File: src/sv/mcst_pkg.sv
// shared constants, types and helpers of the soft timer unit
package mcst_pkg;

    localparam int NUM_CHANNELS = 16;
    localparam int CH_IDX_W     = (NUM_CHANNELS > 1) ? $clog2(NUM_CHANNELS) : 1;
    localparam int RESULT_LIMIT = 16;
    localparam int NEXP_W       = $clog2(RESULT_LIMIT + 1);
    localparam int CQ_DEPTH     = 2;
    localparam int RES_DEPTH    = 4;

    localparam logic [15:0] CPM_RESET = 16'd16000;

    // input command codes
    localparam logic [2:0] CMD_TICK   = 3'd0;
    localparam logic [2:0] CMD_CREATE = 3'd1;
    localparam logic [2:0] CMD_DELETE = 3'd2;
    localparam logic [2:0] CMD_START  = 3'd3;
    localparam logic [2:0] CMD_STOP   = 3'd4;

    // result kinds
    localparam logic [1:0] KIND_CREATE = 2'd0;
    localparam logic [1:0] KIND_STATUS = 2'd1;
    localparam logic [1:0] KIND_EXPIRY = 2'd2;

    // result status codes
    localparam logic [1:0] ST_OK        = 2'd0;
    localparam logic [1:0] ST_NOT_VALID = 2'd1;
    localparam logic [1:0] ST_BAD_PARAM = 2'd2;
    localparam logic [1:0] ST_NO_FREE   = 2'd3;

    typedef logic [CH_IDX_W-1:0] t_chan_idx;

    // command class as decided by the front end
    typedef enum logic [2:0] {
        OP_TICK       = 3'd0,
        OP_CREATE     = 3'd1,
        OP_CREATE_BAD = 3'd2,
        OP_DELETE     = 3'd3,
        OP_START      = 3'd4,
        OP_STOP       = 3'd5,
        OP_BAD_CHAN   = 3'd6
    } t_op;

    typedef struct packed {
        t_op         op;
        logic [3:0]  chan_field;
        t_chan_idx   chan;
        logic [15:0] period_ms;
        logic        periodic;
        logic [31:0] cycle_now;
    } t_cmd;

    typedef struct packed {
        logic [1:0] kind;
        logic [3:0] chan;
        logic [1:0] status;
        logic       last;
    } t_result;

    function automatic logic [3:0] chan_to_field(t_chan_idx idx);
        return 4'(32'(idx));
    endfunction

endpackage

File: src/sv/mcst_front.sv
// front end: request intake, command classification and command queue
module mcst_front (
    input  logic              i_clk,
    input  logic              i_rst_n,
    input  logic              i_push,
    output logic              o_full,
    input  logic [2:0]        i_cmd,
    input  logic [3:0]        i_channel,
    input  logic [15:0]       i_period_ms,
    input  logic              i_periodic,
    input  logic [31:0]       i_cycle_now,
    output mcst_pkg::t_cmd    o_cmd,
    output logic              o_cmd_valid,
    input  logic              i_cmd_pop
);
    import mcst_pkg::*;

    localparam int PTR_W = (CQ_DEPTH > 1) ? $clog2(CQ_DEPTH) : 1;
    localparam int CNT_W = $clog2(CQ_DEPTH + 1);

    t_cmd             w_cls;
    logic             w_keep;
    logic             w_beyond;
    logic             w_wr;
    logic             w_rd;
    t_cmd             r_mem [CQ_DEPTH];
    logic [PTR_W-1:0] r_wr_ptr, n_wr_ptr;
    logic [PTR_W-1:0] r_rd_ptr, n_rd_ptr;
    logic [CNT_W-1:0] r_count, n_count;

    assign w_beyond = (32'(i_channel) >= 32'(NUM_CHANNELS));

    always_comb begin
        w_cls            = '0;
        w_cls.chan_field = i_channel;
        w_cls.chan       = CH_IDX_W'(i_channel);
        w_cls.period_ms  = i_period_ms;
        w_cls.periodic   = i_periodic;
        w_cls.cycle_now  = i_cycle_now;
        w_cls.op         = OP_TICK;
        w_keep           = 1'b1;
        case (i_cmd)
            CMD_TICK: begin
                w_cls.op = OP_TICK;
            end
            CMD_CREATE: begin
                w_cls.op = (i_periodic && (i_period_ms == 16'd0)) ? OP_CREATE_BAD : OP_CREATE;
            end
            CMD_DELETE: begin
                w_cls.op = w_beyond ? OP_BAD_CHAN : OP_DELETE;
            end
            CMD_START: begin
                w_cls.op = w_beyond ? OP_BAD_CHAN : OP_START;
            end
            CMD_STOP: begin
                w_cls.op = w_beyond ? OP_BAD_CHAN : OP_STOP;
            end
            default: begin
                // unknown codes are dropped here and never reach the back end
                w_keep = 1'b0;
            end
        endcase
    end

    assign o_full      = (r_count == CNT_W'(CQ_DEPTH));
    assign o_cmd_valid = (r_count != '0);
    assign o_cmd       = r_mem[r_rd_ptr];

    assign w_wr = i_push && !o_full && w_keep;
    assign w_rd = i_cmd_pop && o_cmd_valid;

    always_comb begin
        n_wr_ptr = r_wr_ptr;
        n_rd_ptr = r_rd_ptr;
        n_count  = r_count;
        if (w_wr) begin
            n_wr_ptr = (r_wr_ptr == PTR_W'(CQ_DEPTH - 1)) ? '0 : r_wr_ptr + PTR_W'(1);
        end
        if (w_rd) begin
            n_rd_ptr = (r_rd_ptr == PTR_W'(CQ_DEPTH - 1)) ? '0 : r_rd_ptr + PTR_W'(1);
        end
        if (w_wr && !w_rd) begin
            n_count = r_count + CNT_W'(1);
        end else if (!w_wr && w_rd) begin
            n_count = r_count - CNT_W'(1);
        end
    end

    always_ff @(posedge i_clk) begin
        if (!i_rst_n) begin
            r_wr_ptr <= '0;
            r_rd_ptr <= '0;
            r_count  <= '0;
        end else begin
            r_wr_ptr <= n_wr_ptr;
            r_rd_ptr <= n_rd_ptr;
            r_count  <= n_count;
        end
    end

    always_ff @(posedge i_clk) begin
        if (w_wr) begin
            r_mem[r_wr_ptr] <= w_cls;
        end
    end

endmodule

File: src/sv/mcst_res_fifo.sv
// result queue between the back end and the result ports
module mcst_res_fifo (
    input  logic              i_clk,
    input  logic              i_rst_n,
    input  logic              i_push,
    input  mcst_pkg::t_result i_data,
    output logic              o_full,
    output logic              o_empty,
    input  logic              i_pop,
    output mcst_pkg::t_result o_data
);
    import mcst_pkg::*;

    localparam int PTR_W = (RES_DEPTH > 1) ? $clog2(RES_DEPTH) : 1;
    localparam int CNT_W = $clog2(RES_DEPTH + 1);

    t_result          r_mem [RES_DEPTH];
    logic [PTR_W-1:0] r_wr_ptr, n_wr_ptr;
    logic [PTR_W-1:0] r_rd_ptr, n_rd_ptr;
    logic [CNT_W-1:0] r_count, n_count;
    logic             w_wr;
    logic             w_rd;

    assign o_full  = (r_count == CNT_W'(RES_DEPTH));
    assign o_empty = (r_count == '0);
    assign o_data  = r_mem[r_rd_ptr];

    assign w_wr = i_push && !o_full;
    assign w_rd = i_pop && !o_empty;

    always_comb begin
        n_wr_ptr = r_wr_ptr;
        n_rd_ptr = r_rd_ptr;
        n_count  = r_count;
        if (w_wr) begin
            n_wr_ptr = (r_wr_ptr == PTR_W'(RES_DEPTH - 1)) ? '0 : r_wr_ptr + PTR_W'(1);
        end
        if (w_rd) begin
            n_rd_ptr = (r_rd_ptr == PTR_W'(RES_DEPTH - 1)) ? '0 : r_rd_ptr + PTR_W'(1);
        end
        if (w_wr && !w_rd) begin
            n_count = r_count + CNT_W'(1);
        end else if (!w_wr && w_rd) begin
            n_count = r_count - CNT_W'(1);
        end
    end

    always_ff @(posedge i_clk) begin
        if (!i_rst_n) begin
            r_wr_ptr <= '0;
            r_rd_ptr <= '0;
            r_count  <= '0;
        end else begin
            r_wr_ptr <= n_wr_ptr;
            r_rd_ptr <= n_rd_ptr;
            r_count  <= n_count;
        end
    end

    always_ff @(posedge i_clk) begin
        if (w_wr) begin
            r_mem[r_wr_ptr] <= i_data;
        end
    end

endmodule

File: src/sv/mcst_back.sv
// back end: channel state and the command sequencer with the tick sweep
module mcst_back (
    input  logic              i_clk,
    input  logic              i_rst_n,
    input  logic              i_cfg_we,
    input  logic [15:0]       i_cfg_wdata,
    input  mcst_pkg::t_cmd    i_cmd,
    input  logic              i_cmd_valid,
    output logic              o_cmd_pop,
    input  logic              i_res_full,
    output logic              o_res_push,
    output mcst_pkg::t_result o_res
);
    import mcst_pkg::*;

    typedef enum logic [7:0] {
        S_IDLE   = 8'b0000_0001,
        S_EXEC   = 8'b0000_0010,
        S_FIND   = 8'b0000_0100,
        S_START  = 8'b0000_1000,
        S_STATUS = 8'b0001_0000,
        S_SCAN   = 8'b0010_0000,
        S_RELOAD = 8'b0100_0000,
        S_FLUSH  = 8'b1000_0000
    } t_state;

    t_state                  r_state, n_state;
    t_cmd                    r_cmd;
    t_chan_idx               r_idx, n_idx;
    logic [NEXP_W-1:0]       r_nexp, n_nexp;
    logic                    r_hold_v, n_hold_v;
    t_chan_idx               r_hold_ch, n_hold_ch;
    logic [31:0]             r_prod, n_prod;
    logic [15:0]             r_cpm;

    logic [NUM_CHANNELS-1:0] r_valid;
    logic [NUM_CHANNELS-1:0] r_active;
    logic [NUM_CHANNELS-1:0] r_periodic;
    logic [15:0]             r_timeout [NUM_CHANNELS];
    logic [31:0]             r_stamp   [NUM_CHANNELS];
    logic [31:0]             r_remain  [NUM_CHANNELS];

    logic        rd_valid, rd_active, rd_periodic;
    logic [15:0] rd_timeout;
    logic [31:0] rd_stamp, rd_remain;
    logic [31:0] w_prod;
    logic [31:0] w_gap;
    logic        w_last_ch;

    logic        we_valid_set, we_valid_clr;
    logic        we_active_set, we_active_clr;
    logic        we_create;
    logic        we_stamp;
    logic        we_remain;
    logic [31:0] w_remain_val;

    // every channel access goes through the one index register
    assign rd_valid    = r_valid[r_idx];
    assign rd_active   = r_active[r_idx];
    assign rd_periodic = r_periodic[r_idx];
    assign rd_timeout  = r_timeout[r_idx];
    assign rd_stamp    = r_stamp[r_idx];
    assign rd_remain   = r_remain[r_idx];

    assign w_prod    = 32'(rd_timeout) * 32'(r_cpm);
    assign w_gap     = r_cmd.cycle_now - rd_stamp;
    assign w_last_ch = (r_idx == CH_IDX_W'(NUM_CHANNELS - 1));

    always_comb begin
        n_state       = r_state;
        n_idx         = r_idx;
        n_nexp        = r_nexp;
        n_hold_v      = r_hold_v;
        n_hold_ch     = r_hold_ch;
        n_prod        = r_prod;
        o_cmd_pop     = 1'b0;
        o_res_push    = 1'b0;
        o_res         = '0;
        we_valid_set  = 1'b0;
        we_valid_clr  = 1'b0;
        we_active_set = 1'b0;
        we_active_clr = 1'b0;
        we_create     = 1'b0;
        we_stamp      = 1'b0;
        we_remain     = 1'b0;
        w_remain_val  = '0;
        case (r_state)
            S_IDLE: begin
                if (i_cmd_valid) begin
                    o_cmd_pop = 1'b1;
                    n_state   = S_EXEC;
                    n_nexp    = '0;
                    n_hold_v  = 1'b0;
                    n_idx     = ((i_cmd.op == OP_TICK) || (i_cmd.op == OP_CREATE))
                                ? '0 : i_cmd.chan;
                end
            end
            S_EXEC: begin
                case (r_cmd.op)
                    OP_TICK: begin
                        n_state = S_SCAN;
                    end
                    OP_CREATE: begin
                        n_state = S_FIND;
                    end
                    OP_CREATE_BAD: begin
                        if (!i_res_full) begin
                            o_res_push = 1'b1;
                            o_res      = '{kind: KIND_CREATE, chan: 4'd0,
                                           status: ST_BAD_PARAM, last: 1'b1};
                            n_state    = S_IDLE;
                        end
                    end
                    OP_BAD_CHAN: begin
                        if (!i_res_full) begin
                            o_res_push = 1'b1;
                            o_res      = '{kind: KIND_STATUS, chan: r_cmd.chan_field,
                                           status: ST_NOT_VALID, last: 1'b1};
                            n_state    = S_IDLE;
                        end
                    end
                    OP_DELETE: begin
                        if (!i_res_full) begin
                            we_valid_clr  = 1'b1;
                            we_active_clr = 1'b1;
                            o_res_push    = 1'b1;
                            o_res         = '{kind: KIND_STATUS, chan: r_cmd.chan_field,
                                              status: ST_OK, last: 1'b1};
                            n_state       = S_IDLE;
                        end
                    end
                    OP_STOP: begin
                        if (!i_res_full) begin
                            o_res_push    = 1'b1;
                            we_active_clr = rd_valid;
                            o_res         = '{kind: KIND_STATUS, chan: r_cmd.chan_field,
                                              status: rd_valid ? ST_OK : ST_NOT_VALID,
                                              last: 1'b1};
                            n_state       = S_IDLE;
                        end
                    end
                    OP_START: begin
                        if (rd_valid) begin
                            n_prod  = w_prod;
                            n_state = S_START;
                        end else if (!i_res_full) begin
                            o_res_push = 1'b1;
                            o_res      = '{kind: KIND_STATUS, chan: r_cmd.chan_field,
                                           status: ST_NOT_VALID, last: 1'b1};
                            n_state    = S_IDLE;
                        end
                    end
                    default: begin
                        n_state = S_IDLE;
                    end
                endcase
            end
            S_FIND: begin
                // lowest free channel, one channel a cycle
                if (!rd_valid) begin
                    if (!i_res_full) begin
                        we_valid_set  = 1'b1;
                        we_active_clr = 1'b1;
                        we_create     = 1'b1;
                        o_res_push    = 1'b1;
                        o_res         = '{kind: KIND_CREATE, chan: chan_to_field(r_idx),
                                          status: ST_OK, last: 1'b1};
                        n_state       = S_IDLE;
                    end
                end else if (w_last_ch) begin
                    if (!i_res_full) begin
                        o_res_push = 1'b1;
                        o_res      = '{kind: KIND_CREATE, chan: 4'd0,
                                       status: ST_NO_FREE, last: 1'b1};
                        n_state    = S_IDLE;
                    end
                end else begin
                    n_idx = r_idx + CH_IDX_W'(1);
                end
            end
            S_START: begin
                if (!i_res_full) begin
                    we_remain    = 1'b1;
                    w_remain_val = r_prod;
                    o_res_push   = 1'b1;
                    if (r_prod == '0) begin
                        // zero count fires at once, stamp untouched
                        we_active_clr = 1'b1;
                        o_res         = '{kind: KIND_EXPIRY, chan: r_cmd.chan_field,
                                          status: ST_OK, last: 1'b0};
                        n_state       = S_STATUS;
                    end else begin
                        we_stamp      = 1'b1;
                        we_active_set = 1'b1;
                        o_res         = '{kind: KIND_STATUS, chan: r_cmd.chan_field,
                                          status: ST_OK, last: 1'b1};
                        n_state       = S_IDLE;
                    end
                end
            end
            S_STATUS: begin
                if (!i_res_full) begin
                    o_res_push = 1'b1;
                    o_res      = '{kind: KIND_STATUS, chan: r_cmd.chan_field,
                                   status: ST_OK, last: 1'b1};
                    n_state    = S_IDLE;
                end
            end
            S_SCAN: begin
                if (r_nexp == NEXP_W'(RESULT_LIMIT)) begin
                    n_state = S_FLUSH;
                end else if (!(rd_valid && rd_active)) begin
                    if (w_last_ch) begin
                        n_state = S_FLUSH;
                    end else begin
                        n_idx = r_idx + CH_IDX_W'(1);
                    end
                end else if (w_gap < rd_remain) begin
                    we_stamp     = 1'b1;
                    we_remain    = 1'b1;
                    w_remain_val = rd_remain - w_gap;
                    if (w_last_ch) begin
                        n_state = S_FLUSH;
                    end else begin
                        n_idx = r_idx + CH_IDX_W'(1);
                    end
                end else if (!(r_hold_v && i_res_full)) begin
                    // expiry: the previous one goes out, this one is held
                    // until we know whether it is the last of the tick
                    if (r_hold_v) begin
                        o_res_push = 1'b1;
                        o_res      = '{kind: KIND_EXPIRY, chan: chan_to_field(r_hold_ch),
                                       status: ST_OK, last: 1'b0};
                    end
                    n_hold_v     = 1'b1;
                    n_hold_ch    = r_idx;
                    n_nexp       = r_nexp + NEXP_W'(1);
                    we_stamp     = 1'b1;
                    we_remain    = 1'b1;
                    w_remain_val = '0;
                    if (rd_periodic) begin
                        n_prod  = w_prod;
                        n_state = S_RELOAD;
                    end else begin
                        we_active_clr = 1'b1;
                        if (w_last_ch) begin
                            n_state = S_FLUSH;
                        end else begin
                            n_idx = r_idx + CH_IDX_W'(1);
                        end
                    end
                end
            end
            S_RELOAD: begin
                we_remain     = 1'b1;
                w_remain_val  = r_prod;
                we_active_clr = (r_prod == '0);
                if (w_last_ch) begin
                    n_state = S_FLUSH;
                end else begin
                    n_idx   = r_idx + CH_IDX_W'(1);
                    n_state = S_SCAN;
                end
            end
            S_FLUSH: begin
                if (!r_hold_v) begin
                    n_state = S_IDLE;
                end else if (!i_res_full) begin
                    o_res_push = 1'b1;
                    o_res      = '{kind: KIND_EXPIRY, chan: chan_to_field(r_hold_ch),
                                   status: ST_OK, last: 1'b1};
                    n_hold_v   = 1'b0;
                    n_state    = S_IDLE;
                end
            end
            default: begin
                n_state = S_IDLE;
            end
        endcase
    end

    always_ff @(posedge i_clk) begin
        if (!i_rst_n) begin
            r_state  <= S_IDLE;
            r_idx    <= '0;
            r_nexp   <= '0;
            r_hold_v <= 1'b0;
            r_valid  <= '0;
            r_active <= '0;
            r_cpm    <= CPM_RESET;
        end else begin
            r_state  <= n_state;
            r_idx    <= n_idx;
            r_nexp   <= n_nexp;
            r_hold_v <= n_hold_v;
            if (i_cfg_we) begin
                r_cpm <= i_cfg_wdata;
            end
            if (we_valid_set) begin
                r_valid[r_idx] <= 1'b1;
            end else if (we_valid_clr) begin
                r_valid[r_idx] <= 1'b0;
            end
            if (we_active_set) begin
                r_active[r_idx] <= 1'b1;
            end else if (we_active_clr) begin
                r_active[r_idx] <= 1'b0;
            end
        end
    end

    always_ff @(posedge i_clk) begin
        r_hold_ch <= n_hold_ch;
        r_prod    <= n_prod;
        if (o_cmd_pop) begin
            r_cmd <= i_cmd;
        end
        if (we_create) begin
            r_timeout[r_idx]  <= r_cmd.period_ms;
            r_periodic[r_idx] <= r_cmd.periodic;
        end
        if (we_stamp) begin
            r_stamp[r_idx] <= r_cmd.cycle_now;
        end
        if (we_remain) begin
            r_remain[r_idx] <= w_remain_val;
        end
    end

endmodule

File: src/sv/multi_channel_soft_timer_unit.sv
// top level of the multi-channel soft timer unit
//
// usage
//   requests enter through push/full as a queue: a request is taken at a
//   clock edge with push high and full low. each request carries a command
//   (tick, create, delete, start, stop), a channel, a timeout in ms, a
//   periodic flag and the current cycle stamp. unknown commands are dropped.
//   results leave as a queue through empty/pop; the oldest result sits on
//   o_kind/o_channel_out/o_status/o_last while empty is low and is taken at
//   an edge with pop high. o_last marks the final result of one request.
//   cycles_per_ms is written through i_cfg_we/i_cfg_wdata while idle.
// flow
//   a single-result command passes the command queue, the sequencer's idle
//   and exec states and the result queue; start adds a state for the count
//   product. create scans up to NUM_CHANNELS channels, one a cycle. a tick
//   sweeps all NUM_CHANNELS channels one a cycle unless an expiry waits on
//   a full result queue; a periodic reload adds the reload state. a
//   two-entry command queue lets requests arrive while the sequencer works.
// reset and stall
//   synchronous reset frees every channel, empties both queues and sets
//   cycles_per_ms to 16000. while the result queue is full the sequencer
//   holds, then the command queue fills and full goes high.
module multi_channel_soft_timer_unit (
    input  logic        i_clk,
    input  logic        i_rst_n,
    input  logic        push,
    output logic        full,
    input  logic [2:0]  i_cmd,
    input  logic [3:0]  i_channel,
    input  logic [15:0] i_period_ms,
    input  logic        i_periodic,
    input  logic [31:0] i_cycle_now,
    output logic        empty,
    input  logic        pop,
    output logic [1:0]  o_kind,
    output logic [3:0]  o_channel_out,
    output logic [1:0]  o_status,
    output logic        o_last,
    input  logic        i_cfg_we,
    input  logic [15:0] i_cfg_wdata
);
    import mcst_pkg::*;

    // classified command between front and back
    t_cmd    w_cmd;
    logic    w_cmd_valid;
    logic    w_cmd_pop;
    // result path from the sequencer into the result queue
    t_result w_res_in;
    logic    w_res_push;
    logic    w_res_full;
    t_result w_res_out;

    // front end: takes requests, sorts them into command classes
    mcst_front u_front (
        .i_clk        (i_clk),
        .i_rst_n      (i_rst_n),
        .i_push       (push),
        .o_full       (full),
        .i_cmd        (i_cmd),
        .i_channel    (i_channel),
        .i_period_ms  (i_period_ms),
        .i_periodic   (i_periodic),
        .i_cycle_now  (i_cycle_now),
        .o_cmd        (w_cmd),
        .o_cmd_valid  (w_cmd_valid),
        .i_cmd_pop    (w_cmd_pop)
    );

    // back end: owns channel state, runs create scan, start and tick sweep
    mcst_back u_back (
        .i_clk       (i_clk),
        .i_rst_n     (i_rst_n),
        .i_cfg_we    (i_cfg_we),
        .i_cfg_wdata (i_cfg_wdata),
        .i_cmd       (w_cmd),
        .i_cmd_valid (w_cmd_valid),
        .o_cmd_pop   (w_cmd_pop),
        .i_res_full  (w_res_full),
        .o_res_push  (w_res_push),
        .o_res       (w_res_in)
    );

    // result queue decouples the sequencer from a stalled receiver
    mcst_res_fifo u_res_fifo (
        .i_clk   (i_clk),
        .i_rst_n (i_rst_n),
        .i_push  (w_res_push),
        .i_data  (w_res_in),
        .o_full  (w_res_full),
        .o_empty (empty),
        .i_pop   (pop),
        .o_data  (w_res_out)
    );

    assign o_kind        = w_res_out.kind;
    assign o_channel_out = w_res_out.chan;
    assign o_status      = w_res_out.status;
    assign o_last        = w_res_out.last;

endmodule

File: config.mk
export PLATFORM = sky130hd
export DESIGN_NAME = multi_channel_soft_timer_unit
export DESIGN_NICKNAME = d
export VERILOG_FILES = /design/src/sv/mcst_pkg.sv /design/src/sv/mcst_front.sv /design/src/sv/mcst_res_fifo.sv /design/src/sv/mcst_back.sv /design/src/sv/multi_channel_soft_timer_unit.sv
export SDC_FILE = /design/constraint.sdc
export NUM_CORES = 2
export LEC_CHECK = 0
export BUFFER_PORTS_ARGS = -buffer_cell sky130_fd_sc_hd__buf_2
export CAP_MARGIN = 10
export CELL_PAD_IN_SITES_DETAIL_PLACEMENT = 1
export CELL_PAD_IN_SITES_GLOBAL_PLACEMENT = 1
export CORE_MARGIN = 2
export CORE_UTILIZATION = 55
export DETAILED_ROUTE_END_ITERATION = 6
export MAX_ROUTING_LAYER = met4
export PLACE_DENSITY = 0.91
export SYNTH_ARGS = -nofsm -noshare
export SYNTH_HDL_FRONTEND = slang
export SYNTH_SLANG_ARGS = --single-unit
File: constraint.sdc
create_clock -name i_clk -period 12.85 [get_ports i_clk]
set_clock_uncertainty 0.1 [all_clocks]
set_input_delay 2.57 -clock i_clk [delete_from_list [all_inputs] [get_ports i_clk]]
set_output_delay 2.57 -clock i_clk [all_outputs]
set_load 0.02 [all_outputs]
# [Yosys cells after proc, flatten, opt, wreduce, memory -nomap -nowiden]
# Memory sizes are Yosys's and may differ from the RTL's. A register that Yosys moved wholly into a read port is not among the register bits.
# Index checks and enable logic that the tools add are counted.
[totals] ff_bits=185 ramBits=1436 input_bits=77 out_inout_bits=11 word_cells=289 mem_count=5
[classes] addsub=12 multipliers=1 magnitude_cmp=3 n_eq_ne=39 mux=155 bitwise_logic=8 n_reduce_logical=45
[mem_list] memory="u_back.r_remain" depth=16 width=32 read_ports=1 rd_clocked_by_memory_dff=1 wr=1 line="mcst_back.sv:41" text="logic [31:0] r_remain [NUM_CHANNELS];"
[mem_list] memory="u_back.r_stamp" depth=16 width=32 read_ports=1 rd_clocked_by_memory_dff=1 wr=1 line="mcst_back.sv:40" text="logic [31:0] r_stamp [NUM_CHANNELS];"
[mem_list] memory="u_back.r_timeout" depth=16 width=16 read_ports=1 rd_clocked_by_memory_dff=1 wr=1 line="mcst_back.sv:39" text="logic [15:0] r_timeout [NUM_CHANNELS];"
[mem_list] memory="u_front.r_mem" depth=2 width=60 read_ports=1 rd_clocked_by_memory_dff=1 wr=1 line="mcst_front.sv:26" text="t_cmd r_mem [CQ_DEPTH];"
[mem_list] memory="u_res_fifo.r_mem" depth=4 width=9 read_ports=1 rd_clocked_by_memory_dff=1 wr=1 line="mcst_res_fifo.sv:17" text="t_result r_mem [RES_DEPTH];"
[ops] op="32-bit 2-to-1 mux" count=11
[ops] op="8-bit 2-to-1 mux" count=17
[ops] op="9-bit 2-to-1 mux" count=12
[ops] op="32-bit case mux with 3 select lines" count=1
[ops] op="16-bit 2-to-1 mux" count=4
[ops] op="32-bit case mux with 2 select lines" count=1
[ops] op="8-bit case mux with 8 select lines" count=1
[ops] op="32-bit subtractor" count=2
[ops] op="4-bit 2-to-1 mux" count=15
[ops] op="1-bit 2-to-1 mux" count=57
[ops] op="9-bit case mux with 6 select lines" count=1
[ops] op="9-bit case mux with 5 select lines" count=1
[ops] op="16-bit bitwise AND" count=2
[ops] op="32-bit logical NOT" count=1
[ops] op="32-bit less-than comparator" count=1
[ops] op="16-bit by 16-bit multiplier with 32-bit output" count=1
[ops] op="16-bit OR" count=2
[ops] op="8-bit case mux with 4 select lines" count=1
[ops] op="5-bit 2-to-1 mux" count=6
[ops] op="6-bit AND reduction" count=3
[ops] op="16-bit bitwise mux" count=1
[ops] op="16-bit logical NOT" count=1
[ops] op="16-bit inverter" count=1
[ops] op="4-bit case mux with 4 select lines" count=1
[ops] op="52 further kinds" count=119

# [Longest topological paths before layout]
[depth] depth_word=12 depth_mapped=34 ltp_nobuf=29

# [By module]
# From an unflattened synthesis, not the netlist that was laid out.
[hier_totals] hier_cells=4218 area_unflattened_um2=73312.8
[modules_own_cells] mod="mcst_back" n_inst=1 cells_per_inst=3897 area_per_inst_um2=67116.9 seq_area_each_um2=43081.3
[modules_own_cells] mod="mcst_front" n_inst=1 cells_per_inst=223 area_per_inst_um2=4421.7 seq_area_each_um2=3463.3
[modules_own_cells] mod="mcst_res_fifo" n_inst=1 cells_per_inst=98 area_per_inst_um2=1774.2 seq_area_each_um2=1261.2

# [Least setup slack after synthesis]
# OpenSTA, ideal clock, no wires.
[synth_path] path_type="register -> register" startpoint="register with a tool-made name" endpoint="register u_back.r_prod[0], enable pin" setup_ps=466 arrival_ps=8763 required_ps=12284 path_slack_ps=3521 path_stages_with_launch=29 path_buffers=6 synth_period_minus_slack_ps=9329 path_cell_list="dfxtp_1 buf_2 buf_2 clkbuf_1 buf_1 mux4_2 mux4_2 inv_1 ha_1 clkbuf_1 and3_1 and2_1 a2111oi_0 o31ai_1 a21oi_1 o211ai_1 a31o_1 a21o_1 xnor2_1 ha_1 clkbuf_1 a21o_1 a21o_1 a21oi_1 o31ai_1 o21a_1 nor4_2 nand2_1 o21ai_0"
[synth_rtl] item="to (signal assigned)" line="mcst_back.sv:314" text="r_prod <= n_prod;"
[synth_rtl] item="to (decl)" line="mcst_back.sv:33" text="logic [31:0] r_prod, n_prod;"

==> qor.yml <==
status: "complete, no violations"
synth_top_family_by_area: "multiplexers"
synth_adder_area_share_pct: 8.45
cts_buffers: 159
clk_pin_slew_ns: 0.07
dr.pass1.iters: 6
clk_latency_ns: 0.83
max_cap_viol_count: 0
ctsHoldBuffers: 0
avgViaCountPerCell: 6.94
crit_required_ns: 13.43
postSynth.asyncResetShare_pct: 0
worstMarginPinSlew_ns: 1.32
synthMuxAreaShare_pct: 14.2
cts_tree: "built"
critPathArrivalTime_ns: 10.91
rows: 134
synth_xor_xnor_area_share_pct: 1.05
drtIter0Drc: 6710
grt.total_usage_pct: 33.9
grt-ovfl-total: 0
drt.antenna.violating_nets: 0
synth_area_leaders: "edfxtp_1, mux4_2, fa_1"
num_vias: 43800
gp_congestion: 0.923
synthCells: 4256
setup_viol: 0
rsz0062_at_grt: "false"
cts_sinks: 1620
synth_edf_count: 1536
ys_ff_latch: 1620
layout_commonest_cell: "edfxtp_1"
antenna_found_initial: 5
ys_warn_count: 0
report.final.hold_viol_count: 0
die_w_um: 369
coreArea_um2: 133000
cp-end-kind: "register"
slew_headroom_pct: 11.7
cpMaxStageDelayCell: "dfxtp_4"
nNetsFinal: 4857
die_area_um2: 136000
port_buffers: 87
ctsResizeCount: 0
ys_types: 81
synth.largest_area_cell: "edfxtp_1"
syn_to_final_growth_pct: 11.2
layout_common_cells: "edfxtp_1, mux4_2, inv_1, nand2_1, fa_1"
synth_area_um2: 73400
period_share_pct: 80.4
die_h_um: 369
cts.path.max_buffers: 3
crit_path_max_fanout: 70
cts_root_buffer: "clkbuf_16"
h-tree-depth: 4
grt_pass1_wl_um: 323000
synth_ff_type: "edfxtp_1"
path_class: "register to register"
syn_avg_cell_area_um2: 17.2
yosys.area_share.simple_pct: 4.75
finalCriticalPeriod_ns: 10.33
seq_area_frac_synth_pct: 65.2
wire_per_inst_um: 35.5
dpl.hpwl_um: 127000
fmax_mhz: 96.8
grt_pass1_vias: 45900
cpPeakStageDelay_ns: 0.85
num_io_pins: 88
setup-tns-final_ns: 0
drc: 0
totalWireLength_um: 224000
initial_core_util_pct: 55.2
grt_start_max_net_pins: 82
synth_compound_area_share_pct: 3.76
layout-drive-gt1-share_pct: 21.1
maxSlewViolCount: 0
hold_path_class: "register to register"
yosys.area.top_type_share_pct: 62.9
cp-start-kind: "register"
syn-num-nets: 4710
post-cts-setup-buffer-count: 0
logic make-up after synthesis:
group,after synthesis
DFF,1620
xor gates and xnor gates,88
and+or+nand+nor,732
AOI/OAI and AO/OA,428
adders and majority gates,377
muxes,502
buffers and inverters,509
worst paths after layout:
path,startpoint,to,slack (ns),cells after the start
worst max-delay path,register,u_res_fifo.r_count[2],2.52,29
worst min-delay path,register,register,0.39,2
worst max register to register,register,u_res_fifo.r_count[2],2.52,29
worst min register to register,register,register,0.39,2
metrics by stage:
stage	cell area (um^2)	utilization [%]	hold WS [ns]	cells	worst slack, ns
after floorplan	73400	-	0.306	4256	3.52
after global placement	76200	57.3	0.354	6001	3.89
after detailed placement	76200	57.3	0.375	6001	3.45
after CTS	81400	61.2	0.386	6295	2.93
after global routing	81600	61.4	0.414	6307	2.29
final	81600	61.4	0.391	6308	2.52
sequential cells by signal (all words and copies together) (netlist names), 4 cells and up, named ones only:
| signal | count |
|---|---|
| u_back.r_hold_ch | 4 |
| u_front.r_mem | 112 |
| u_back.r_idx | 4 |
| u_back.r_cmd | 56 |
| u_back.r_remain | 512 |
| u_back.r_state | 8 |
| u_back.r_periodic | 16 |
| u_back.r_cpm | 16 |
| u_res_fifo.r_mem | 36 |
| u_back.r_nexp | 5 |
| u_back.r_timeout | 256 |
| u_back.r_prod | 32 |
| u_back.r_stamp | 512 |
layout make-up:
cell class	count	area [um^2]
fillers	11500	51400
flip-flops and latches	1620	47800
multi-input cells	2127	23900
clock buffers	191	4180
well taps	1768	2210
inverters	324	1220
repair buffers	171	1210
clock inverters	103	1000
diodes	4	10.0
routing by layer:
layer / vias up / wire (um) / track usage, %
li1: 16600 / - / -
met1: 22700 / 78300 / 42.6
met2: 3591 / 111000 / 54.0
met3: 846 / 23100 / 6.25
met4: 0 / 12100 / 15.7
met5: - / 0 / -
worst max-delay path: cells and delay by family, from the launching register on:
kind            cells  cell delay [ns]
buf+inv             3             0.79
fa+ha+maj           4             1.40
xor+xnor            2             0.38
flops               1             0.85
mux                 2             1.11
compound gates     12             3.63
simple gates        6             1.80
synth_stat cells, types with 6 or more instances:
library cell / n
edfxtp_1: 1536
mux4_2: 424
inv_1: 323
nand2_1: 302
fa_1: 197
ha_1: 180
nor2_1: 135
clkbuf_1: 130
and2_1: 107
a21oi_1: 102
dfxtp_1: 84
o21ai_0: 83
mux2_2: 56
xnor2_1: 49
o21a_1: 45
nand3_1: 39
xor2_1: 39
a21o_1: 38
buf_1: 35
nor2b_1: 32
a31oi_1: 27
o21ai_1: 24
mux2i_1: 22
nand4_1: 19
nor4_1: 18
buf_2: 16
nor3_1: 16
o21bai_1: 15
and3_1: 13
o211ai_1: 11
nand2b_1: 10
a21boi_0: 9
o31ai_1: 9
a211oi_1: 7
nand3b_1: 7
o2111ai_1: 6
or3_1: 6
Power is left out: the tool's default activity adds up to more than one toggle a clock period on the data nets, which glitch-free logic cannot reach.
